==> config.mk <==
export PLATFORM = sky130hd
export DESIGN_NAME = oled_page_refresh_sequencer
export DESIGN_NICKNAME = d
export VERILOG_FILES = /design/src/design/oprs_pkg.sv /design/src/design/oled_page_refresh_sequencer.sv /design/src/design/oprs_step.sv
export SDC_FILE = /design/constraint.sdc
export NUM_CORES = 1
export LEC_CHECK = 0
export BUFFER_PORTS_ARGS = -buffer_cell sky130_fd_sc_hd__buf_4
export CAP_MARGIN = 20
export CORE_UTILIZATION = 51
export DETAILED_ROUTE_END_ITERATION = 8
export PLACE_DENSITY_LB_ADDON = 0.08
export SLEW_MARGIN = 20
export SYNTH_ARGS = -nofsm -noshare
export SYNTH_HDL_FRONTEND = slang
export SYNTH_SLANG_ARGS = --single-unit
==> constraint.sdc <==
create_clock -name aclk -period 5.2 [get_ports aclk]
set_input_delay 0.26 -clock aclk [delete_from_list [all_inputs] [get_ports aclk]]
set_output_delay 0.26 -clock aclk [all_outputs]
set_load 0.1 [all_outputs]
==> src/design/oprs_pkg.sv <==
// shared types and constants for the oled page refresh sequencer
package oprs_pkg;

    localparam int PAGE_COUNT = 8;

    localparam logic [3:0] PH_OFF          = 4'd0;
    localparam logic [3:0] PH_RETRY        = 4'd1;
    localparam logic [3:0] PH_START_INIT   = 4'd2;
    localparam logic [3:0] PH_WAIT_INIT    = 4'd3;
    localparam logic [3:0] PH_READY        = 4'd4;
    localparam logic [3:0] PH_START_CURSOR = 4'd5;
    localparam logic [3:0] PH_WAIT_CURSOR  = 4'd6;
    localparam logic [3:0] PH_WAIT_PAGE    = 4'd7;
    localparam logic [3:0] PH_START_ON     = 4'd8;
    localparam logic [3:0] PH_WAIT_ON      = 4'd9;

    localparam logic [2:0] XFER_NONE   = 3'd0;
    localparam logic [2:0] XFER_INIT   = 3'd1;
    localparam logic [2:0] XFER_CURSOR = 3'd2;
    localparam logic [2:0] XFER_PAGE   = 3'd3;
    localparam logic [2:0] XFER_ON     = 3'd4;

    localparam logic [0:0] OP_SERVICE = 1'b0;
    localparam logic [0:0] OP_RESTART = 1'b1;

    localparam logic [6:0] ADDR_PRIMARY   = 7'h3C;
    localparam logic [6:0] ADDR_ALTERNATE = 7'h3D;
    localparam logic [6:0] ADDR_LOW       = 7'd8;
    localparam logic [6:0] ADDR_HIGH      = 7'd119;

    localparam logic [1:0] CFG_START_ADDRESS = 2'd0;
    localparam logic [1:0] CFG_RENDER_PERIOD = 2'd1;
    localparam logic [1:0] CFG_RETRY_PERIOD  = 2'd2;

    localparam logic [6:0]  RST_START_ADDRESS = 7'd60;
    localparam logic [15:0] RST_RENDER_PERIOD = 16'd250;
    localparam logic [15:0] RST_RETRY_PERIOD  = 16'd1000;

    typedef struct packed {
        logic [0:0]  opcode;
        logic [31:0] now_time;
        logic        bus_ready;
        logic        bus_error;
        logic        bus_nack;
        logic        start_ok;
        logic [3:0]  keys;
    } in_item_t;

    typedef struct packed {
        logic [2:0]  transfer_kind;
        logic [2:0]  page_index;
        logic [6:0]  bus_address;
        logic        render_strobe;
        logic        panel_on;
        logic [15:0] failure_count;
        logic [3:0]  phase;
    } out_item_t;

    typedef struct packed {
        logic [6:0]  start_address;
        logic [15:0] render_period_ms;
        logic [15:0] retry_period_ms;
    } cfg_t;

    typedef struct packed {
        logic [3:0]  seq_phase;
        logic [6:0]  current_address;
        logic [31:0] last_render_time;
        logic [31:0] retry_start_time;
        logic        redraw_wanted;
        logic [3:0]  page_counter;
        logic        first_frame_done;
        logic        panel_on_flag;
        logic [15:0] failure_counter;
        logic [3:0]  last_keys;
    } seq_state_t;

endpackage

==> src/design/oled_page_refresh_sequencer.sv <==
// top level of the oled page refresh sequencer: request registers, state and result register
// a request waits in the request register, then its result is loaded into the result register
// throughput: one request per cycle unless m_ready stalls; the step logic sits between input and result registers
// the sequencer state is updated in the same cycle the result register is loaded
// reset: synchronous active-low aresetn clears the state to off, address 60, counters zero,
// and the configuration to address 60, render period 250 ms, retry period 1000 ms
module oled_page_refresh_sequencer (
    input  logic                aclk,
    input  logic                aresetn,
    input  logic                cfg_wr_en,
    input  logic [1:0]          cfg_index,
    input  logic [15:0]         cfg_wr_data,
    input  logic                s_valid,
    output logic                s_ready,
    input  oprs_pkg::in_item_t  s_data,
    output logic                m_valid,
    input  logic                m_ready,
    output oprs_pkg::out_item_t m_data
);

    oprs_pkg::cfg_t       cfg_reg;
    oprs_pkg::seq_state_t state_reg;
    oprs_pkg::seq_state_t state_next;
    oprs_pkg::in_item_t   in_data_reg;
    logic                 in_valid_reg;
    oprs_pkg::out_item_t  out_data_reg;
    oprs_pkg::out_item_t  out_data_next;
    logic                 out_valid_reg;
    logic                 advance;

    assign advance = in_valid_reg && (!out_valid_reg || m_ready);
    assign s_ready = !in_valid_reg || advance;
    assign m_valid = out_valid_reg;
    assign m_data  = out_data_reg;

    oprs_step u_step (
        .item   (in_data_reg),
        .cfg    (cfg_reg),
        .cur    (state_reg),
        .nxt    (state_next),
        .result (out_data_next)
    );

    // configuration registers
    always_ff @(posedge aclk) begin
        if (!aresetn) begin
            cfg_reg.start_address    <= oprs_pkg::RST_START_ADDRESS;
            cfg_reg.render_period_ms <= oprs_pkg::RST_RENDER_PERIOD;
            cfg_reg.retry_period_ms  <= oprs_pkg::RST_RETRY_PERIOD;
        end else if (cfg_wr_en) begin
            unique case (cfg_index)
                oprs_pkg::CFG_START_ADDRESS: cfg_reg.start_address    <= cfg_wr_data[6:0];
                oprs_pkg::CFG_RENDER_PERIOD: cfg_reg.render_period_ms <= cfg_wr_data;
                oprs_pkg::CFG_RETRY_PERIOD:  cfg_reg.retry_period_ms  <= cfg_wr_data;
                default: begin
                end
            endcase
        end
    end

    // sequencer state
    always_ff @(posedge aclk) begin
        if (!aresetn) begin
            state_reg.seq_phase        <= oprs_pkg::PH_OFF;
            state_reg.current_address  <= oprs_pkg::RST_START_ADDRESS;
            state_reg.last_render_time <= 32'd0;
            state_reg.retry_start_time <= 32'd0;
            state_reg.redraw_wanted    <= 1'b0;
            state_reg.page_counter     <= 4'd0;
            state_reg.first_frame_done <= 1'b0;
            state_reg.panel_on_flag    <= 1'b0;
            state_reg.failure_counter  <= 16'd0;
            state_reg.last_keys        <= 4'd0;
        end else if (advance) begin
            state_reg <= state_next;
        end
    end

    // request register
    always_ff @(posedge aclk) begin
        if (!aresetn) begin
            in_valid_reg <= 1'b0;
        end else if (s_ready) begin
            in_valid_reg <= s_valid;
        end
    end

    always_ff @(posedge aclk) begin
        if (s_valid && s_ready) begin
            in_data_reg <= s_data;
        end
    end

    // result register
    always_ff @(posedge aclk) begin
        if (!aresetn) begin
            out_valid_reg <= 1'b0;
        end else if (advance) begin
            out_valid_reg <= 1'b1;
        end else if (m_ready) begin
            out_valid_reg <= 1'b0;
        end
    end

    always_ff @(posedge aclk) begin
        if (advance) begin
            out_data_reg <= out_data_next;
        end
    end

endmodule

==> src/design/oprs_step.sv <==
// next-state and result logic for one service step or restart request
module oprs_step (
    input  oprs_pkg::in_item_t   item,
    input  oprs_pkg::cfg_t       cfg,
    input  oprs_pkg::seq_state_t cur,
    output oprs_pkg::seq_state_t nxt,
    output oprs_pkg::out_item_t  result
);

    logic        failed;
    logic        retry_due;
    logic        render_due;
    logic        go_fail;
    logic        go_frame;
    logic [2:0]  kind;
    logic [2:0]  page;
    logic        strobe;
    logic [31:0] retry_elapsed;
    logic [31:0] render_elapsed;

    assign failed         = item.bus_ready & item.bus_error;
    assign retry_elapsed  = item.now_time - cur.retry_start_time;
    assign render_elapsed = item.now_time - cur.last_render_time;
    assign retry_due      = retry_elapsed >= {16'd0, cfg.retry_period_ms};
    assign render_due     = render_elapsed >= {16'd0, cfg.render_period_ms};

    always_comb begin
        nxt      = cur;
        kind     = oprs_pkg::XFER_NONE;
        page     = 3'd0;
        strobe   = 1'b0;
        go_fail  = 1'b0;
        go_frame = 1'b0;

        if (item.opcode == oprs_pkg::OP_RESTART) begin
            if (cfg.start_address >= oprs_pkg::ADDR_LOW
                    && cfg.start_address <= oprs_pkg::ADDR_HIGH) begin
                nxt.current_address  = cfg.start_address;
                nxt.last_keys        = 4'd0;
                nxt.page_counter     = 4'd0;
                nxt.first_frame_done = 1'b0;
                nxt.panel_on_flag    = 1'b0;
                nxt.failure_counter  = 16'd0;
                nxt.redraw_wanted    = 1'b1;
                nxt.last_render_time = item.now_time - {16'd0, cfg.render_period_ms};
                nxt.retry_start_time = item.now_time;
                nxt.seq_phase        = oprs_pkg::PH_RETRY;
            end
        end else if (cur.seq_phase != oprs_pkg::PH_OFF) begin
            if (item.keys != cur.last_keys) begin
                nxt.last_keys     = item.keys;
                nxt.redraw_wanted = 1'b1;
            end
            unique case (cur.seq_phase)
                oprs_pkg::PH_RETRY: begin
                    if (retry_due) begin
                        nxt.seq_phase = oprs_pkg::PH_START_INIT;
                    end
                end
                oprs_pkg::PH_START_INIT: begin
                    if (item.bus_ready && item.start_ok) begin
                        kind          = oprs_pkg::XFER_INIT;
                        nxt.seq_phase = oprs_pkg::PH_WAIT_INIT;
                    end
                end
                oprs_pkg::PH_WAIT_INIT: begin
                    if (item.bus_ready) begin
                        if (failed) begin
                            go_fail = 1'b1;
                        end else begin
                            go_frame = 1'b1;
                        end
                    end
                end
                oprs_pkg::PH_READY: begin
                    if (nxt.redraw_wanted || render_due) begin
                        go_frame = 1'b1;
                    end
                end
                oprs_pkg::PH_START_CURSOR: begin
                    if (cur.page_counter >= 4'(oprs_pkg::PAGE_COUNT)) begin
                        if (!cur.first_frame_done) begin
                            nxt.first_frame_done = 1'b1;
                            nxt.seq_phase        = oprs_pkg::PH_START_ON;
                        end else begin
                            nxt.seq_phase = oprs_pkg::PH_READY;
                        end
                    end else if (item.bus_ready && item.start_ok) begin
                        kind          = oprs_pkg::XFER_CURSOR;
                        page          = cur.page_counter[2:0];
                        nxt.seq_phase = oprs_pkg::PH_WAIT_CURSOR;
                    end
                end
                oprs_pkg::PH_WAIT_CURSOR: begin
                    if (item.bus_ready) begin
                        if (failed) begin
                            go_fail = 1'b1;
                        end else if (item.start_ok) begin
                            kind          = oprs_pkg::XFER_PAGE;
                            page          = cur.page_counter[2:0];
                            nxt.seq_phase = oprs_pkg::PH_WAIT_PAGE;
                        end
                    end
                end
                oprs_pkg::PH_WAIT_PAGE: begin
                    if (item.bus_ready) begin
                        if (failed) begin
                            go_fail = 1'b1;
                        end else begin
                            nxt.page_counter = cur.page_counter + 4'd1;
                            nxt.seq_phase    = oprs_pkg::PH_START_CURSOR;
                        end
                    end
                end
                oprs_pkg::PH_START_ON: begin
                    if (item.bus_ready && item.start_ok) begin
                        kind          = oprs_pkg::XFER_ON;
                        nxt.seq_phase = oprs_pkg::PH_WAIT_ON;
                    end
                end
                oprs_pkg::PH_WAIT_ON: begin
                    if (item.bus_ready) begin
                        if (failed) begin
                            go_fail = 1'b1;
                        end else begin
                            nxt.panel_on_flag = 1'b1;
                            nxt.seq_phase     = oprs_pkg::PH_READY;
                        end
                    end
                end
                default: begin
                end
            endcase

            if (go_fail) begin
                if (item.bus_nack) begin
                    nxt.current_address = (cur.current_address == oprs_pkg::ADDR_PRIMARY)
                                          ? oprs_pkg::ADDR_ALTERNATE
                                          : oprs_pkg::ADDR_PRIMARY;
                end
                nxt.panel_on_flag    = 1'b0;
                nxt.first_frame_done = 1'b0;
                nxt.retry_start_time = item.now_time;
                nxt.failure_counter  = cur.failure_counter + 16'd1;
                nxt.seq_phase        = oprs_pkg::PH_RETRY;
            end
            if (go_frame) begin
                strobe               = 1'b1;
                nxt.last_render_time = item.now_time;
                nxt.redraw_wanted    = 1'b0;
                nxt.page_counter     = 4'd0;
                nxt.seq_phase        = oprs_pkg::PH_START_CURSOR;
            end
        end

        result.transfer_kind = kind;
        result.page_index    = page;
        result.bus_address   = nxt.current_address;
        result.render_strobe = strobe;
        result.panel_on      = nxt.panel_on_flag;
        result.failure_count = nxt.failure_counter;
        result.phase         = nxt.seq_phase;
    end

endmodule

=== Word level (Yosys, flattened, before mapping) ===
Cells that the tools add are included.

* $add $sub $neg: 5
* Multiply operators: 0
* Divide/modulo/power cells: 0
* Magnitude comparators: 5
* Eq/ne operators: 15
* Shift operators: 0
* Muxes and demuxes: 65
* Bitwise operators: 2
* Reductions and logical operators: 31

{| class="wikitable"
|+ Operators with widths
! operator !! count
|-
| two-way mux 102 bit || 3
|-
| two-way mux 4 bit || 18
|-
| greater-or-equal comparator 32 x 16 -> 1 bit || 2
|-
| two-way mux 32 bit || 2
|-
| subtractor 32 bit || 2
|-
| subtractor 32 x 16 -> 32 bit || 1
|-
| case mux 4 bit (7 select lines) || 1
|-
| two-way mux 3 bit || 9
|-
| two-way mux 1 bit || 23
|-
| two-way mux 18 bit || 1
|-
| adder 16 x 1 -> 16 bit (second input constant) || 1
|-
| == test 4 x 3 -> 1 bit (second input constant) || 4
|-
| case mux 3 bit (4 select lines) || 1
|-
| AND reduction 4 bit || 3
|-
| nonzero test 3 bit || 4
|-
| two-way mux 11 bit || 1
|-
| nonzero test 2 bit || 5
|-
| == test 4 x 2 -> 1 bit (second input constant) || 2
|-
| == test 4 bit (second input constant) || 2
|-
| == test 7 x 6 -> 1 bit (second input constant) || 1
|-
| greater-or-equal comparator 7 x 4 -> 1 bit (second input constant) || 1
|-
| less-or-equal comparator 7 bit (second input constant) || 1
|-
| two-way mux 7 bit || 1
|-
| case mux 3 bit (2 select lines) || 1
|-
| other kinds (24) || 33
|}

* Register bits after elaboration: 219
* Bits in latches: 0
* RAM bits: 0
* Bits in read-only memories: 0
* Input bits: 64
* Word-level logic and storage cells: 152
* Memories kept: 0

=== Longest topological paths before layout ===
* Word-level depth: 12
* Mapped depth: 25
* Gate-level depth less buffers: 23

=== By module ===
From an unflattened synthesis, not the netlist that was laid out.

* Cells, all modules: 1879
* Area total of the unflattened synthesis: 15601.2 µm²

{| class="wikitable"
|+ By module, submodules not included
! module !! instances !! cells each !! area an instance (µm²)
|-
| oprs_step || 1 || 1206 || 7848.8
|-
| oled_page_refresh_sequencer || 1 || 673 || 7752.4
|}

=== Least setup slack after synthesis ===
Ideal clock, no wire load.

* Kind: register to register
* Start: reg in_data_reg[9] in the netlist's numbering
* End: reg state_reg[67] in the netlist's numbering
* Library setup time: 0.116 ns
* Arrival time: 4.682 ns
* Slack: 0.402 ns
* Cell stages (with the launch flop): 23
* Path buffers: 1
* Cell sequence: edfxtp_1 > ha_1 > nor2b_1 > o31a_1 > o21ai_0 > nand2b_1 > a21oi_1 > o21a_1 > o221ai_1 > xor2_1 > ha_1 > a21o_1 > a21o_1 > a222oi_1 > o2111ai_1 > a2111oi_0 > nand4_1 > a2111oi_2 > and4_4 > nor2_4 > o21a_1 > buf_6 > o211a_1

* Cells in the longest elaborated chain, start to end: 9
* Elaborated cells between the ends (all ways): 12
* Classes of those cells: add/sub: 2; order compare: 1; mux: 6; reduce/logical: 3

{| class="wikitable"
|+ RTL lines
! element !! line !! text
|-
| from (decl) || oled_page_refresh_sequencer.sv:24 || <nowiki>oprs_pkg::in_item_t in_data_reg;</nowiki>
|-
| from (signal assigned) || oled_page_refresh_sequencer.sv:90 || <nowiki>in_data_reg <= s_data;</nowiki>
|-
| subtractor 32 bit || oprs_step.sv:23 || <nowiki>assign render_elapsed = item.now_time - cur.last_render_time;</nowiki>
|-
| greater-or-equal comparator 32 x 16 -> 1 bit || oprs_step.sv:25 || <nowiki>assign render_due = render_elapsed >= {16'd0, cfg.render_period_ms};</nowiki>
|-
| logical OR 1 bit || oprs_step.sv:76 || <nowiki>if (nxt.redraw_wanted || render_due) begin</nowiki>
|-
| two-way mux 1 bit || oprs_step.sv:76 ||
|-
| case mux 1 bit (2 select lines) || oprs_step.sv:54 || <nowiki>unique case (cur.seq_phase)</nowiki>
|-
| two-way mux 1 bit || oprs_step.sv:49 || <nowiki>end else if (cur.seq_phase != oprs_pkg::PH_OFF) begin</nowiki>
|-
| two-way mux 1 bit || oprs_step.sv:35 || <nowiki>if (item.opcode == oprs_pkg::OP_RESTART) begin</nowiki>
|-
| nonzero test 2 bit (no source line) || -- ||
|-
| AND reduction 4 bit (no source line) || -- ||
|-
| to (signal assigned) || oled_page_refresh_sequencer.sv:75 || <nowiki>state_reg <= state_next;</nowiki>
|-
| to (decl) || oled_page_refresh_sequencer.sv:22 || <nowiki>oprs_pkg::seq_state_t state_reg;</nowiki>
|}

Several ways; a longest one is shown, not always the timed one. The select of a mux whose other input is x is not followed.
A chain may end at the register's enable or synchronous reset.

=== Final worst setup path ===
* Start: reg in_data_reg[9] in the netlist's numbering
* End: reg state_reg[61] in the netlist's numbering

The elaborated chain is that of the path after synthesis.

==> flow_metrics.py <==
metrics = {
    "die": {
        "die_area_um2": 29600,
        "die_w_um": 172,
        "dieHeight_um": 172,
        "coreArea_um2": 28200,
        "placement_rows": 61,
        "boundaryPins": 101,
        "start_util_pct": 52.4,
    },
    "layout": {
        "nets": 2142,
        "seqCellArea_um2": 5140,
        "largest_reg_flops": 102,
        "diodes": 0,
        "drive_gt1_share_pct": 11.6,
        "multi_input_area_um2": 8910,
        "final_core_util_pct": 62.2,
        "areaGrowthSynthToFinish_pct": 18.6,
        "num-fill-cells": 2471,
        "mostFrequentLayoutCells": "nand2_1, a21oi_1, dfxtp_1",
        "fin_area_um2": 17500,
        "final_common_cell": "nand2_1",
    },
    "route": {
        "wl_per_cell_um": 18.8,
        "wl_um": 44400,
        "dr.pass1.iters": 6,
        "dr.first_iter.drc_count": 1257,
        "drc_errors": 0,
        "viasPerCell": 6.00,
        "antenna_left": 0,
        "vias": 14200,
    },
    "power_and_ir_drop": {
        "total_leakage_power_nw": 6.82,
        "ir_drop_uv": 258,
        "power_density_nw_per_um2": 283,
    },
    "sta": {
        "final_max_slew_viol_count": 0,
        "worst_slack_ns": 0.342,
        "rsz0062_at_grt": "no",
        "worstMarginPinSlew_ns": 1.06,
        "finalCritPeriodShare_pct": 93.4,
        "period_minus_slack_ns": 4.86,
        "slew_headroom_pct": 29.5,
        "fmax_mhz": 206,
        "finClkSkew_ns": 0.0160,
        "final-hold-violation-count": 0,
        "setup_viol": 0,
    },
    "worst_setup_path": {
        "endpoint_kind": "register",
        "critPathRequiredTime_ns": 5.64,
        "path_max_fanout": 15,
        "critPathKind": "reg -> reg",
        "cp.arrival_ns": 5.30,
        "start_kind": "register",
    },
    "cts": {
        "insertion_delay_ns": 0.55,
        "htreeDepth": 1,
        "clkTransAtPathRegs_ns": 0.06,
        "cts_root_buf": "clkbuf_16",
        "cts_tree": "done",
        "cts_sinks": 219,
        "clock_path_buffers": 3,
        "numCtsBuffers": 26,
    },
    "run_status": {
        "status": "complete, no violations",
    },
    "logic_synthesis": {
        "yosysSeqAreaShare_pct": 34.9,
        "ys_seq_elements": 219,
        "synthArstFlopShare_pct": 0,
        "ys.warnings.count": 0,
        "netlist_area_um2": 14800,
        "synth_ff_type": "dfxtp_1",
        "synth-edff-count": 76,
        "mappedNetlistNets": 2003,
        "synth_cells": 1823,
        "synth.distinct_cells": 87,
        "syn_area_per_cell_um2": 8.10,
    },
    "grt": {
        "grt_overflow": 0,
        "antenna_found_initial": 0,
        "grt_pass1_wl_um": 68800,
        "grt_start_max_net_pins": 67,
        "track_usage_pct": 29.5,
        "grt_pass1_vias": 13100,
    },
    "placed_design": {
        "gp_congestion": 1.00,
        "hpwlAfterDp_um": 32100,
        "port_buffers": 100,
        "dp_slack_ns": -0.0558,
        "placed_cell_area_um2": 15900,
    },
    "min_path": {
        "min_path_type": "in -> reg",
    },
    "run": {
        "maxCapViolCount": 0,
    },
}
cells in the mapped netlist (all sizes together) (7+ instances only):
master	n	area share [%]
o211ai	41	2.1
a22oi	7	0.36
nand2	294	7.5
nor4	19	0.91
a21oi	169	5.7
and2	8	0.34
nor2	123	3.2
or3	10	0.42
nand2b	22	0.95
nor2b	23	0.97
nand3	51	1.7
inv	119	3.0
nand4	24	1.0
mux2i	38	2.6
clkbuf	67	1.7
a21boi	9	0.46
a211oi	15	0.76
o31a	7	0.42
nor3	46	1.6
a21o	24	1.2
a31oi	12	0.51
xnor2	32	1.9
xor2	15	0.89
and3	17	0.72
dfxtp	143	19
ha	113	9.6
o211a	7	0.47
o31ai	21	1.2
o21ai	116	4.0
or2	7	0.30
o21a	20	1.0
edfxtp	76	15
a2111oi	11	0.74
buf	18	0.73
final timing paths:
kind | startpoint | end | slack (ns) | cells after the start
worst max-delay path | in_data_reg[9] | state_reg[61] | 0.34 | 22
worst min-delay path | cfg_wr_data[15] | cfg_reg[15] | 0.005 | 3
worst min register to register | state_reg[49] | state_reg[49] | 0.45 | 2
worst max register to register | in_data_reg[9] | state_reg[61] | 0.34 | 22
what timing repair did:
item                                    in CTS  in global routing
hold buffers                                57                  0
endpoints found under the setup margin      32                 42
setup buffers                                0                  2
resized for setup                            2                 15
cloned                                       0                  1
hold endpoints to repair                    75                  0
pin swaps                                    0                  2
critical path: stages (launching register included):
cell	delay, ns
edfxtp_1	0.46
ha_1	0.30
nor2b_1	0.15
o31a_1	0.26
o21ai_1	0.18
nand2b_1	0.09
a21oi_2	0.16
o21a_1	0.18
o221ai_1	0.15
xor2_1	0.18
ha_1	0.30
a21o_1	0.18
a21o_1	0.18
a222oi_1	0.22
o2111ai_1	0.18
a2111oi_2	0.29
nand4_1	0.15
a2111oi_2	0.22
and4_4	0.29
nor2_4	0.07
o21a_1	0.20
buf_12	0.16
o211a_1	0.20
power by group:
part	internal [mW]	switching, mW	leakage [nW]
clock	1.10	0.779	0.412
combinational	0.438	0.729	4.52
sequential	1.85	0.0632	1.89
per-layer routing:
metal | part of all wire, % | GRT usage, % | wire (µm)
met1 | 45 | 40.1 | 20100
met3 | 5.5 | 3.14 | 2420
met2 | 46 | 49.4 | 20600
met4 | 2.8 | 8.54 | 1260
met5 | 0 | 0 | 0
cell families after synthesis:
group | count (synthesis) | share of synthesized area [%]
simple gates | 673 | 21.3
compound gates | 526 | 23.1
flops | 219 | 34.9
buf+inv | 204 | 5.47
fa+ha+maj | 116 | 9.98
xor+xnor | 47 | 2.79
mux | 38 | 2.58
final cells by class:
| cell class | instances | share of cell area (%) |
|---|---|---|
| multi-input combinational | 1400 | 50.9 |
| sequential | 219 | 29.4 |
| timing repair buffer | 196 | 9.46 |
| clock buffer | 30 | 3.92 |
| tap | 378 | 2.70 |
| inverter | 119 | 2.55 |
| clock inverter | 18 | 1.08 |
per-stage QoR:
stage	total power [mW]	TNS, ns	hold WS (ns)	std cells
after detailed placement	3.04	-0.563	0.439	2252
after global placement	3.02	0	0.438	2252
after global routing	5.17	0	0.00473	2360
after CTS	4.95	0	0.00184	2357
final	4.96	0	0.00499	2360
after floorplan	2.72	0	0.359	1823
No activity file was read; power rests on OpenSTA's default activity.
